`config.mk`:
```
export PLATFORM = sky130hd
export DESIGN_NAME = coalescing_event_queue
export DESIGN_NICKNAME = d
export VERILOG_FILES = /design/src/hdl/ceq_pkg.sv /design/src/hdl/ceq_cell.sv /design/src/hdl/coalescing_event_queue.sv
export SDC_FILE = /design/constraint.sdc
export NUM_CORES = 2
export LEC_CHECK = 0
export BUFFER_PORTS_ARGS = -buffer_cell sky130_fd_sc_hd__buf_2
export CORE_ASPECT_RATIO = 0.7
export CORE_MARGIN = 2
export CORE_UTILIZATION = 35
export DETAILED_ROUTE_END_ITERATION = 7
export SLEW_MARGIN = 20
export SYNTH_ARGS = -nofsm -noshare
export SYNTH_HDL_FRONTEND = slang
export SYNTH_SLANG_ARGS = --single-unit
```
`constraint.sdc`:
```
create_clock -name clk -period 4.7 [get_ports clk]
set_input_delay 0.47 -clock clk [delete_from_list [all_inputs] [get_ports clk]]
set_output_delay 0.47 -clock clk [all_outputs]
set_load 0.1 [all_outputs]
```
`src/hdl/ceq_pkg.sv`:
```
// ----------------------------------------------------------------------------
// ceq_pkg
// Shared types, codes and limits for the coalescing event queue.
// ----------------------------------------------------------------------------
package ceq_pkg;

	localparam int unsigned DEF_QUEUE_DEPTH = 32;

	localparam logic [8:0]  AMP_MAX = 9'd256;
	localparam logic [20:0] DUR_MIN = 21'd1000;
	localparam logic [20:0] DUR_MAX = 21'd2000000;

	localparam logic [7:0] DEF_VERSION = 8'd1;

	typedef logic [2:0] status_t;

	localparam status_t STAT_QUEUED    = 3'd0;
	localparam status_t STAT_COALESCED = 3'd1;
	localparam status_t STAT_REJECTED  = 3'd2;
	localparam status_t STAT_DROPPED   = 3'd3;
	localparam status_t STAT_EMPTY     = 3'd4;
	localparam status_t STAT_POPPED    = 3'd5;

	typedef enum logic {
		FUNC_PUSH = 1'b0,
		FUNC_POLL = 1'b1
	} func_t;

	// one pending request
	typedef struct packed {
		logic        hand;
		logic [7:0]  event_id;
		logic [8:0]  amp;
		logic [20:0] dur;
		logic [22:0] freq;
	} entry_t;

endpackage

```
`src/hdl/ceq_cell.sv`:
```
// ----------------------------------------------------------------------------
// ceq_cell
// One slot of the pending ring: takes its neighbour's entry on a shift, or a
// fresh request on a load.
// ----------------------------------------------------------------------------
module ceq_cell (
	input  logic            clk,
	input  logic            shift,
	input  logic            load,
	input  ceq_pkg::entry_t shift_in,
	input  ceq_pkg::entry_t load_in,
	output ceq_pkg::entry_t data
);
	import ceq_pkg::*;

	entry_t data_q;

	always_ff @(posedge clk) begin
		if (load) begin
			data_q <= load_in;
		end else if (shift) begin
			data_q <= shift_in;
		end
	end

	assign data = data_q;

endmodule

```
`src/hdl/coalescing_event_queue.sv`:
```
// ----------------------------------------------------------------------------
// coalescing_event_queue
// Poll or rejected push: result registered in the cycle after acceptance, one per
// cycle while the output does not stall. Valid push: S_SCAN rotates the cell
// ring past the compare point, then S_FINISH merges, appends or drops; no new
// request is taken until that result is loaded, which waits while the output
// stalls. Reset clears pointers, count, handshake state and sets the accepted
// version to 1; cell contents stay undefined until written.
// ----------------------------------------------------------------------------
module coalescing_event_queue #(
	parameter int unsigned QUEUE_DEPTH = ceq_pkg::DEF_QUEUE_DEPTH
) (
	input  logic                clk,
	input  logic                arst_n,
	// configuration
	input  logic                cfg_valid,
	output logic                cfg_ready,
	input  logic [7:0]          cfg_data,
	// requests in
	input  logic                in_valid,
	output logic                in_stall,
	input  logic                func,
	input  logic [7:0]          version,
	input  logic [7:0]          hand,
	input  logic [7:0]          event_id,
	input  logic signed [15:0]  amplitude,
	input  logic signed [31:0]  duration_us,
	input  logic signed [23:0]  frequency,
	// results out
	output logic                out_valid,
	input  logic                out_stall,
	output ceq_pkg::status_t    status,
	output logic                out_hand,
	output logic [7:0]          out_event,
	output logic [8:0]          out_amplitude,
	output logic [20:0]         out_duration_us,
	output logic [22:0]         out_frequency
);
	import ceq_pkg::*;

	localparam int unsigned IW = (QUEUE_DEPTH > 1) ? $clog2(QUEUE_DEPTH) : 1;
	localparam int unsigned CW = $clog2(QUEUE_DEPTH + 1);

	typedef enum logic [1:0] {
		S_IDLE,
		S_SCAN,
		S_FINISH
	} state_t;

	state_t          state_q;
	logic [CW-1:0]   count_q;
	logic [IW-1:0]   scan_q;
	logic            found_q;
	entry_t          new_q;
	logic [7:0]      version_q;

	logic            out_valid_q;
	status_t         status_q;
	entry_t          out_q;

	// ring of cells; cell 0 holds the oldest entry whenever no scan is running
	entry_t          cell_data [QUEUE_DEPTH];
	entry_t          tail_in;
	logic            shift_all;
	logic            load_en;

	// --- front end: check and clamp the incoming request ----------------------
	logic   in_take;
	logic   out_free;
	logic   req_ok;
	entry_t req_entry;

	assign cfg_ready = 1'b1;

	// output register frees up when empty or being taken this cycle
	assign out_free = !out_valid_q || !out_stall;
	assign in_stall = (state_q != S_IDLE) || !out_free;
	assign in_take  = in_valid && !in_stall;

	assign req_ok = (version == version_q) && (hand[7:1] == 7'd0) &&
	                (event_id != 8'd0) && (amplitude > 16'sd0) &&
	                (duration_us > 32'sd0) && !frequency[23];

	always_comb begin
		req_entry          = '0;
		req_entry.hand     = hand[0];
		req_entry.event_id = event_id;
		req_entry.amp      = (amplitude > $signed({7'd0, AMP_MAX})) ? AMP_MAX
		                                                            : amplitude[8:0];
		if (duration_us < $signed({11'd0, DUR_MIN})) begin
			req_entry.dur = DUR_MIN;
		end else if (duration_us > $signed({11'd0, DUR_MAX})) begin
			req_entry.dur = DUR_MAX;
		end else begin
			req_entry.dur = duration_us[20:0];
		end
		req_entry.freq     = frequency[22:0];
	end

	// --- scan: the head passes the compare point once per cycle ---------------
	// Only the first count_q heads are live; the rest are stale slots that
	// rotate round with the ring and must not match.
	logic   head_live;
	logic   head_hit;
	entry_t merged;
	logic   is_full;
	logic   fin_go;
	logic   res_load;

	assign head_live = ({{(CW-IW){1'b0}}, scan_q} < count_q);
	assign head_hit  = head_live && !found_q &&
	                   (cell_data[0].hand == new_q.hand) &&
	                   (cell_data[0].event_id == new_q.event_id);

	always_comb begin
		merged = cell_data[0];
		if (head_hit) begin
			if (new_q.amp > merged.amp) merged.amp = new_q.amp;
			if (new_q.dur > merged.dur) merged.dur = new_q.dur;
			if (new_q.freq != 23'd0)    merged.freq = new_q.freq;
		end
	end

	assign is_full = (count_q == CW'(QUEUE_DEPTH));
	assign fin_go  = (state_q == S_FINISH) && out_free;

	// a result is loaded by a poll, a rejected push or the end of a push
	assign res_load = (in_take && ((func == FUNC_POLL) || !req_ok)) || fin_go;

	// Shift sources: a poll pops the head, the scan rotates the whole ring, and
	// a full append rotates once with the new request entering at the tail,
	// which drops the oldest in the same step.
	assign shift_all = (in_take && (func == FUNC_POLL) && (count_q != '0)) ||
	                   (state_q == S_SCAN) ||
	                   (fin_go && !found_q && is_full);
	assign load_en   = fin_go && !found_q && !is_full;

	always_comb begin
		case (state_q)
			S_SCAN:   tail_in = merged;
			S_FINISH: tail_in = new_q;
			default:  tail_in = cell_data[0];
		endcase
	end

	for (genvar i = 0; i < QUEUE_DEPTH; i++) begin : g_cell
		entry_t nbr;
		if (i == QUEUE_DEPTH - 1) begin : g_tail
			assign nbr = tail_in;
		end else begin : g_body
			assign nbr = cell_data[i+1];
		end
		ceq_cell u_cell (
			.clk      (clk),
			.shift    (shift_all),
			.load     (load_en && (count_q == CW'(i))),
			.shift_in (nbr),
			.load_in  (new_q),
			.data     (cell_data[i])
		);
	end

	// --- control, counters and result register --------------------------------
	always_ff @(posedge clk or negedge arst_n) begin
		if (!arst_n) begin
			state_q     <= S_IDLE;
			count_q     <= '0;
			scan_q      <= '0;
			found_q     <= 1'b0;
			new_q       <= '0;
			version_q   <= DEF_VERSION;
			out_valid_q <= 1'b0;
			status_q    <= STAT_QUEUED;
			out_q       <= '0;
		end else begin
			if (cfg_valid && cfg_ready) begin
				version_q <= cfg_data;
			end
			if (res_load) begin
				out_valid_q <= 1'b1;
			end else if (!out_stall) begin
				out_valid_q <= 1'b0;
			end
			case (state_q)
				S_IDLE: begin
					if (in_take) begin
						if (func == FUNC_POLL) begin
							if (count_q == '0) begin
								status_q <= STAT_EMPTY;
								out_q    <= '0;
							end else begin
								status_q <= STAT_POPPED;
								out_q    <= cell_data[0];
								count_q  <= count_q - 1'b1;
							end
						end else if (!req_ok) begin
							status_q <= STAT_REJECTED;
							out_q    <= '0;
						end else begin
							new_q   <= req_entry;
							scan_q  <= '0;
							found_q <= 1'b0;
							state_q <= S_SCAN;
						end
					end
				end
				S_SCAN: begin
					if (head_hit) begin
						found_q <= 1'b1;
					end
					scan_q <= scan_q + 1'b1;
					if (scan_q == IW'(QUEUE_DEPTH - 1)) begin
						state_q <= S_FINISH;
					end
				end
				S_FINISH: begin
					if (out_free) begin
						out_q <= '0;
						if (found_q) begin
							status_q <= STAT_COALESCED;
						end else if (is_full) begin
							status_q <= STAT_DROPPED;
						end else begin
							status_q <= STAT_QUEUED;
							count_q  <= count_q + 1'b1;
						end
						state_q <= S_IDLE;
					end
				end
				default: begin
					state_q <= S_IDLE;
				end
			endcase
		end
	end

	assign out_valid       = out_valid_q;
	assign status          = status_q;
	assign out_hand        = out_q.hand;
	assign out_event       = out_q.event_id;
	assign out_amplitude   = out_q.amp;
	assign out_duration_us = out_q.dur;
	assign out_frequency   = out_q.freq;

	// --- checks ---------------------------------------------------------------
	a_count_range: assert property (@(posedge clk) disable iff (!arst_n)
		count_q <= CW'(QUEUE_DEPTH))
		else $error("pending count above depth");

	a_push_scans: assert property (@(posedge clk) disable iff (!arst_n)
		in_take && (func == FUNC_PUSH) && req_ok |=> state_q == S_SCAN)
		else $error("valid push did not start a scan");

	a_scan_count_stable: assert property (@(posedge clk) disable iff (!arst_n)
		state_q == S_SCAN |=> $stable(count_q))
		else $error("count moved during scan");

	a_found_in_scan: assert property (@(posedge clk) disable iff (!arst_n)
		$rose(found_q) |-> $past(state_q) == S_SCAN)
		else $error("match flagged outside scan");

	a_one_hit: assert property (@(posedge clk) disable iff (!arst_n)
		found_q && (state_q == S_SCAN) |-> !head_hit)
		else $error("second merge in one push");

endmodule
```
# Word level (Yosys, flattened, before mapping)
# Index checks and enable logic that the tools add are counted.
# W data, S select, Z words.
[op_classes]
mux = 110
bitwise = 1
n_eq_ne = 50
n_lt_le_gt_ge = 8
reduce_logical = 109
add_sub_neg = 3
[op_table]
columns = ["operator", "count"]
rows = [
  ["$mux W62", 69],
  ["$pmux W62 S2", 2],
  ["$eq A6 B5 Y1 const B", 16],
  ["$reduce_bool A2 Y1", 35],
  ["$mux W21", 3],
  ["$mux W53", 1],
  ["$eq A6 B4 Y1 const B", 8],
  ["$logic_and A1 B1 Y1", 48],
  ["$mux W6", 6],
  ["$gt A32 B1 Y1 const B", 1],
  ["$gt A32 B22 Y1 const B", 1],
  ["$lt A32 B11 Y1 const B", 1],
  ["$eq A6 B3 Y1 const B", 4],
  ["$mux W23", 1],
  ["$reduce_bool A23 Y1", 1],
  ["$gt A21 B21 Y1", 1],
  ["$mux W9", 2],
  ["$ne A2 B2 Y1 const B", 9],
  ["$eq A8 B8 Y1", 2],
  ["$gt A16 B1 Y1 const B", 1],
  ["$gt A16 B10 Y1 const B", 1],
  ["$mux W5", 3],
  ["$mux W2", 7],
  ["$eq A6 B2 Y1 const B", 2],
  ["31 further kinds", 56],
]
[totals]
in_bits = 110
ff_bits = 2134
word_cells = 458

# Depth between registers and ports, before layout
[depth]
ltp_word = 12
mapped_depth = 10
depth_no_buf = 8

# Modules after synthesis
# From an unflattened synthesis, not the netlist that was laid out.
[hier_totals]
cells_unflattened = 5221
hier_area_um2 = 102519.6
[by_module_without_submodules]
columns = ["mod", "cells_each", "area_per_inst_um2", "n_inst"]
rows = [
  ["ceq_cell", 132, 2919.0, 32],
  ["coalescing_event_queue", 997, 9110.0, 1],
]

# Least setup slack after synthesis
# OpenSTA, ideal clock, no wires.
[synth_path]
path_kind = "reg2reg"
start = "reg out_valid_q (netlist: out_valid)"
end = "reg g_cell[28].u_cell.data_q (netlist bit g_cell[28].u_cell.data[0]), enable pin"
stages_incl_launch_ff = 9
t_arrival_ps = 3778
path_buffers = 3
path_slack_ps = 491
cell_sequence = "dfrtp_1 > a21boi_1 > and3_1 > and2_1 > clkbuf_1 > nor2b_1 > buf_2 > buf_2 > nand2b_1"
[synth_via]
elab_chain_len = 11
word_cells_on_any_way = 16
cone_classes = "16 x reduce/logical"
[synth_lines]
columns = ["item", "line_no", "source"]
rows = [
  ["from (decl)", "coalescing_event_queue.sv:57", "logic out_valid_q;"],
  ["from (signal assigned)", "coalescing_event_queue.sv:172", "out_valid_q <= 1'b0;"],
  ["from (signal assigned)", "coalescing_event_queue.sv:180", "out_valid_q <= 1'b1;"],
  ["from (signal assigned)", "coalescing_event_queue.sv:182", "out_valid_q <= 1'b0;"],
  ["$logic_not A1 Y1 *", "coalescing_event_queue.sv:76", "assign out_free = !out_valid_q || !out_stall;"],
  ["$logic_or A1 B1 Y1 *", "coalescing_event_queue.sv:76", ""],
  ["$logic_not A1 Y1", "coalescing_event_queue.sv:77", "assign in_stall = (state_q != S_IDLE) || !out_free;"],
  ["$logic_or A1 B1 Y1", "coalescing_event_queue.sv:77", ""],
  ["$logic_not A1 Y1", "coalescing_event_queue.sv:78", "assign in_take = in_valid && !in_stall;"],
  ["$logic_and A1 B1 Y1", "coalescing_event_queue.sv:78", ""],
  ["$logic_and A1 B1 Y1 (2 in series)", "coalescing_event_queue.sv:133", "assign shift_all = (in_take && (func == FUNC_POLL) && (count_q != '0)) ||"],
  ["$logic_or A1 B1 Y1", "coalescing_event_queue.sv:133", ""],
  ["$logic_or A1 B1 Y1", "coalescing_event_queue.sv:134", "(state_q == S_SCAN) ||"],
  ["$reduce_bool A2 Y1 (no source line) *", "--", ""],
  ["to (signal assigned)", "ceq_cell.sv:20", "data_q <= load_in;"],
  ["to (signal assigned)", "ceq_cell.sv:22", "data_q <= shift_in;"],
  ["to (decl)", "ceq_cell.sv:16", "entry_t data_q;"],
]
# Every way passes the cells marked *; elsewhere a longest branch is shown, timed or not.
# A chain may end at the register's enable or synchronous reset.

# Final worst setup path
[layout_path]
start = "reg count_q[2]"
end = "reg g_cell[1].u_cell.data_q (netlist bit g_cell[1].u_cell.data[27]), enable pin"
[layout_via]
elab_chain_len = 5
word_cells_on_any_way = 11
cone_classes = "2 x eq/ne; 9 x reduce/logical"
[layout_lines]
columns = ["item", "line_no", "source"]
rows = [
  ["from (decl)", "coalescing_event_queue.sv:51", "logic [CW-1:0] count_q;"],
  ["from (signal assigned)", "coalescing_event_queue.sv:194", "count_q <= count_q - 1'b1;"],
  ["from (signal assigned)", "coalescing_event_queue.sv:225", "count_q <= count_q + 1'b1;"],
  ["$eq A6 B6 Y1 or $reduce_bool A6 Y1 (tied branches)", "coalescing_event_queue.sv:124, coalescing_event_queue.sv:133", ""],
  ["$logic_not A1 Y1 or $logic_and A1 B1 Y1 (tied branches)", "coalescing_event_queue.sv:136, coalescing_event_queue.sv:133", ""],
  ["$logic_and A1 B1 Y1 or $logic_or A1 B1 Y1 (tied branches)", "coalescing_event_queue.sv:136, coalescing_event_queue.sv:133", ""],
  ["$logic_and A1 B1 Y1 or $logic_or A1 B1 Y1 (tied branches)", "coalescing_event_queue.sv:156, coalescing_event_queue.sv:134", ""],
  ["$reduce_bool A2 Y1 (no source line) *", "--", ""],
  ["to (signal assigned)", "ceq_cell.sv:20", ""],
  ["to (signal assigned)", "ceq_cell.sv:22", ""],
  ["to (decl)", "ceq_cell.sv:16", ""],
]
# Marks and branches as above.

==> impl_metrics.py <==
metrics = {
    "final_layout": {
        "syn_to_final_growth_pct": 14.1,
        "stdcell_area_um2": 104000,
        "fill_cells": 23000,
        "fin_nets": 5592,
        "utilization_pct": 40.3,
        "drive_above_1_share_pct": 45.7,
    },
    "floorplan": {
        "fp.dieW_um": 614,
        "io_pins": 178,
        "rows": 156,
        "die_y_um": 431,
        "core_um2": 259000,
        "dieArea_um2": 265000,
        "start_util_pct": 35.3,
    },
    "detailed_routing": {
        "ant_nets": 0,
        "dr_wl_met2_mm": 101,
        "routed_wl_mm": 232,
        "drtIter0Drc": 4470,
        "drc": 0,
        "route.vias.total": 47500,
        "wl_met3_mm": 14.7,
        "viasPerCell": 5.23,
        "firstDrtPassIters": 7,
        "m1WireLength_mm": 109,
        "dr.max_layer_used": "met4",
        "drt-wirelength-per-cell_um": 25.5,
    },
    "sta": {
        "skew_ns": 0.0909,
        "fin_crit_ns": 4.10,
        "finalSetupTns_ns": 0,
        "maxSlewViolCount": 0,
        "clock.fmax_ghz": 0.244,
        "rsz0062_at_grt": "no",
        "worst_slew_pin_slew_ns": 1.13,
        "finalCritPeriodShare_pct": 87.1,
        "hold_viol": 0,
        "finalHoldWorstSlack_ns": 0.136,
        "max_slew_margin_pct": 25.0,
        "setup_viol": 0,
    },
    "critical_path": {
        "cp_data_arrival_time_ns": 4.67,
        "r2r_cells": 7,
        "rrSetupSlack_ns": 0.60,
        "crit_buf_inv": 3,
        "worstSetupPathDepth": 7,
        "critical_path.top_delay_family": "buffers and inverters",
        "path_cells": "nor4_2 > buf_4 > a21boi_0 > a221oi_4 > buf_4 > nand2_4 > buf_4",
        "end_kind": "flop",
        "worst_path_most_repeated_cell": "buf_4",
        "worstSetupPathType": "reg2reg",
        "critPathLaunch": "count_q[2]",
        "crit_path_max_fanout": 32,
        "critPathRequiredTime_ns": 5.27,
        "crit_end": "g_cell[1].u_cell.data[27]",
        "slowest_delay_ns": 0.78,
        "crit_slowest_cell": "buf_4",
        "r2r_start": "count_q[2]",
        "r2r_end": "g_cell[1].u_cell.data[27]",
        "worstSetupStartpointType": "flop",
    },
    "clock_tree": {
        "root_buffer": "clkbuf_16",
        "insertion_delay_ns": 0.86,
        "cts_hold_buf": 72,
        "postCtsSetupRepairBufs": 0,
        "cts_tree": "built",
        "ctsResizeCount": 0,
        "clk_pin_slew_ns": 0.07,
        "cts_max_path_buffers": 4,
        "clock-sinks": 2134,
        "h-tree-depth": 4,
        "cts_buffers": 210,
    },
    "flow_run": {
        "cap_violations": 0,
    },
    "status": {
        "status": "completed",
    },
    "global_routing": {
        "grt_usage_pct": 17.1,
        "grt_remaining_overflow": 0,
        "grt_pass1_wl_mm": 340,
        "grt_pass1_vias": 48500,
        "grt_max_degree": 82,
        "antenna_found_initial": 8,
    },
    "placement": {
        "place.gp.congestion": 0.844,
        "hpwl_mm": 143,
        "place_area_um2": 96800,
        "portBuffers": 176,
    },
    "logic_synthesis": {
        "synth_seq_cells": 2134,
        "yosys-top-cells-area": "edfxtp_1 (65%), mux2_2 (23%), dfrtp_1 (4.1%)",
        "yosysWarnings": 0,
        "async_flop_share_pct": 7.03,
        "yosysTopAreaCell": "edfxtp_1",
        "syn_nets": 5406,
        "synthDistinctLibCells": 72,
        "syn_inst": 5252,
        "synth_edf_count": 1984,
        "seq_area_frac_synth_pct": 69.4,
        "syn_area_um2": 91200,
        "synth_flop_cell": "edfxtp_1",
        "avgSynthCellArea_um2": 17.4,
        "synth_top_area_share_pct": 65.3,
    },
    "power_and_ir_drop": {
        "leakagePower_nw": 36.5,
        "power_density_nw_per_um2": 400,
        "peakVddDrop_mv": 0.309,
    },
    "hold_path": {
        "hp-class": "in2reg",
    },
}
layout by cell type (no fill, tap or decap), types with 4 or more instances in the layout:
cell / n
o211ai_1: 4
nand3_1: 23
clkbuf_8: 4
nand2_1: 211
nor4_1: 18
inv_1: 46
o21ai_0: 81
clkinv_2: 40
a21o_1: 6
mux2_1: 35
nor3_1: 7
clkbuf_16: 212
dlygate4sd3_1: 72
and3_1: 6
dfrtp_1: 149
a22o_1: 123
a2bb2oi_1: 6
nor4_2: 5
and2_1: 4
xnor2_1: 22
buf_4: 139
mux2_2: 1840
clkinv_1: 53
nor2_1: 18
or4_1: 4
bufinv_16: 16
edfxtp_1: 1984
nand2_4: 58
nand4_1: 14
a21oi_1: 17
buf_2: 175
buf_12: 35
ha_1: 44
clkbuf_1: 44
a32o_1: 11
worst reg2reg max path: stages, from the launching register on:
cell and delay [ns]:
dfrtp_1 0.57, nor4_2 0.42, buf_4 0.26, a21boi_0 0.28, a221oi_4 0.33, buf_4 0.78
nand2_4 0.71, buf_4 0.47
layer usage:
metal	GRT usage [%]	up-vias
met2	25.9	1313
met3	3.39	311
li1	-	20700
met4	4.72	0
met5	0	-
met1	25.1	25200
metrics by stage:
stage | cells | setup slack, ns | power (mW)
6_report | 9085 | 0.605 | 41.7
5_1_grt | 9082 | 0.533 | 43.0
4_1_cts | 9082 | 0.711 | 42.0
3_5_place_dp | 8630 | 0.724 | 25.5
3_3_place_gp | 8630 | 0.790 | 25.5
2_1_floorplan | 5252 | 0.491 | 24.5
Yosys cell counts, drive strengths merged (22+ instances only):
| library cell | instances |
|---|---|
| a22o | 123 |
| buf | 170 |
| clkbuf | 278 |
| dfrtp | 149 |
| edfxtp | 1984 |
| ha | 44 |
| inv | 46 |
| mux2 | 1875 |
| nand2 | 270 |
| nand3 | 26 |
| nor4 | 24 |
| o21ai | 84 |
| xnor2 | 22 |
sequential cells by signal (all words and copies together), names as in the netlist:
| register | flops |
|---|---|
| out_hand | 1 |
| g_cell.u_cell.data | 1984 |
| out_valid | 1 |
| out_event | 8 |
| status | 3 |
| out_amplitude | 9 |
| version_q | 8 |
| found_q | 1 |
| count_q | 6 |
| out_duration_us | 21 |
| new_q | 62 |
| state_q | 2 |
| out_frequency | 23 |
| scan_q | 5 |
worst min path at each step:
| stage | startpoint | endpoint | slack (ns) | cells after the start |
|---|---|---|---|---|
| floorplan | arst_n | count_q[0] | 0.17 | 0 |
| global placement | status[1] | status[1] | 0.48 | 1 |
| detailed placement | out_duration_us[13] | out_duration_us[13] | 0.48 | 1 |
| CTS | duration_us[31] | new_q[40] | 0.11 | 4 |
| global route | hand[0] | new_q[61] | 0.09 | 3 |
| finish | cfg_valid | version_q[1] | 0.14 | 2 |
where the power goes:
group / switching, mW / total [mW] / internal, mW
Sequential: 0.401 / 22.3 / 21.9
Combinational: 1.93 / 2.84 / 0.910
Clock: 7.30 / 16.5 / 9.20
logic make-up after synthesis:
logic type,after synthesis,share of synthesized area (%)
buffers and inverters,494,2.32
XOR/XNOR,23,0.221
AO/OA/AOI/OAI,284,2.32
adder cells (fa/ha/maj),44,0.603
AND/OR/NAND/NOR,396,1.95
other,1,0.00411
multiplexers,1876,23.2
flip-flops,2134,69.4
layout make-up:
class	count	area, µm²	area share, %
Multi-Input combinational cell	2624	26300	25.3
Clock inverter	121	1030	0.994
Sequential cell	2134	63300	60.8
Tap cell	3476	4350	4.18
Timing Repair Buffer	422	3350	3.22
Clock buffer	259	5510	5.29
Inverter	46	173	0.166
Antenna cell	3	7.51	0.00721
Note: power is estimated with default switching activity, not from simulation.
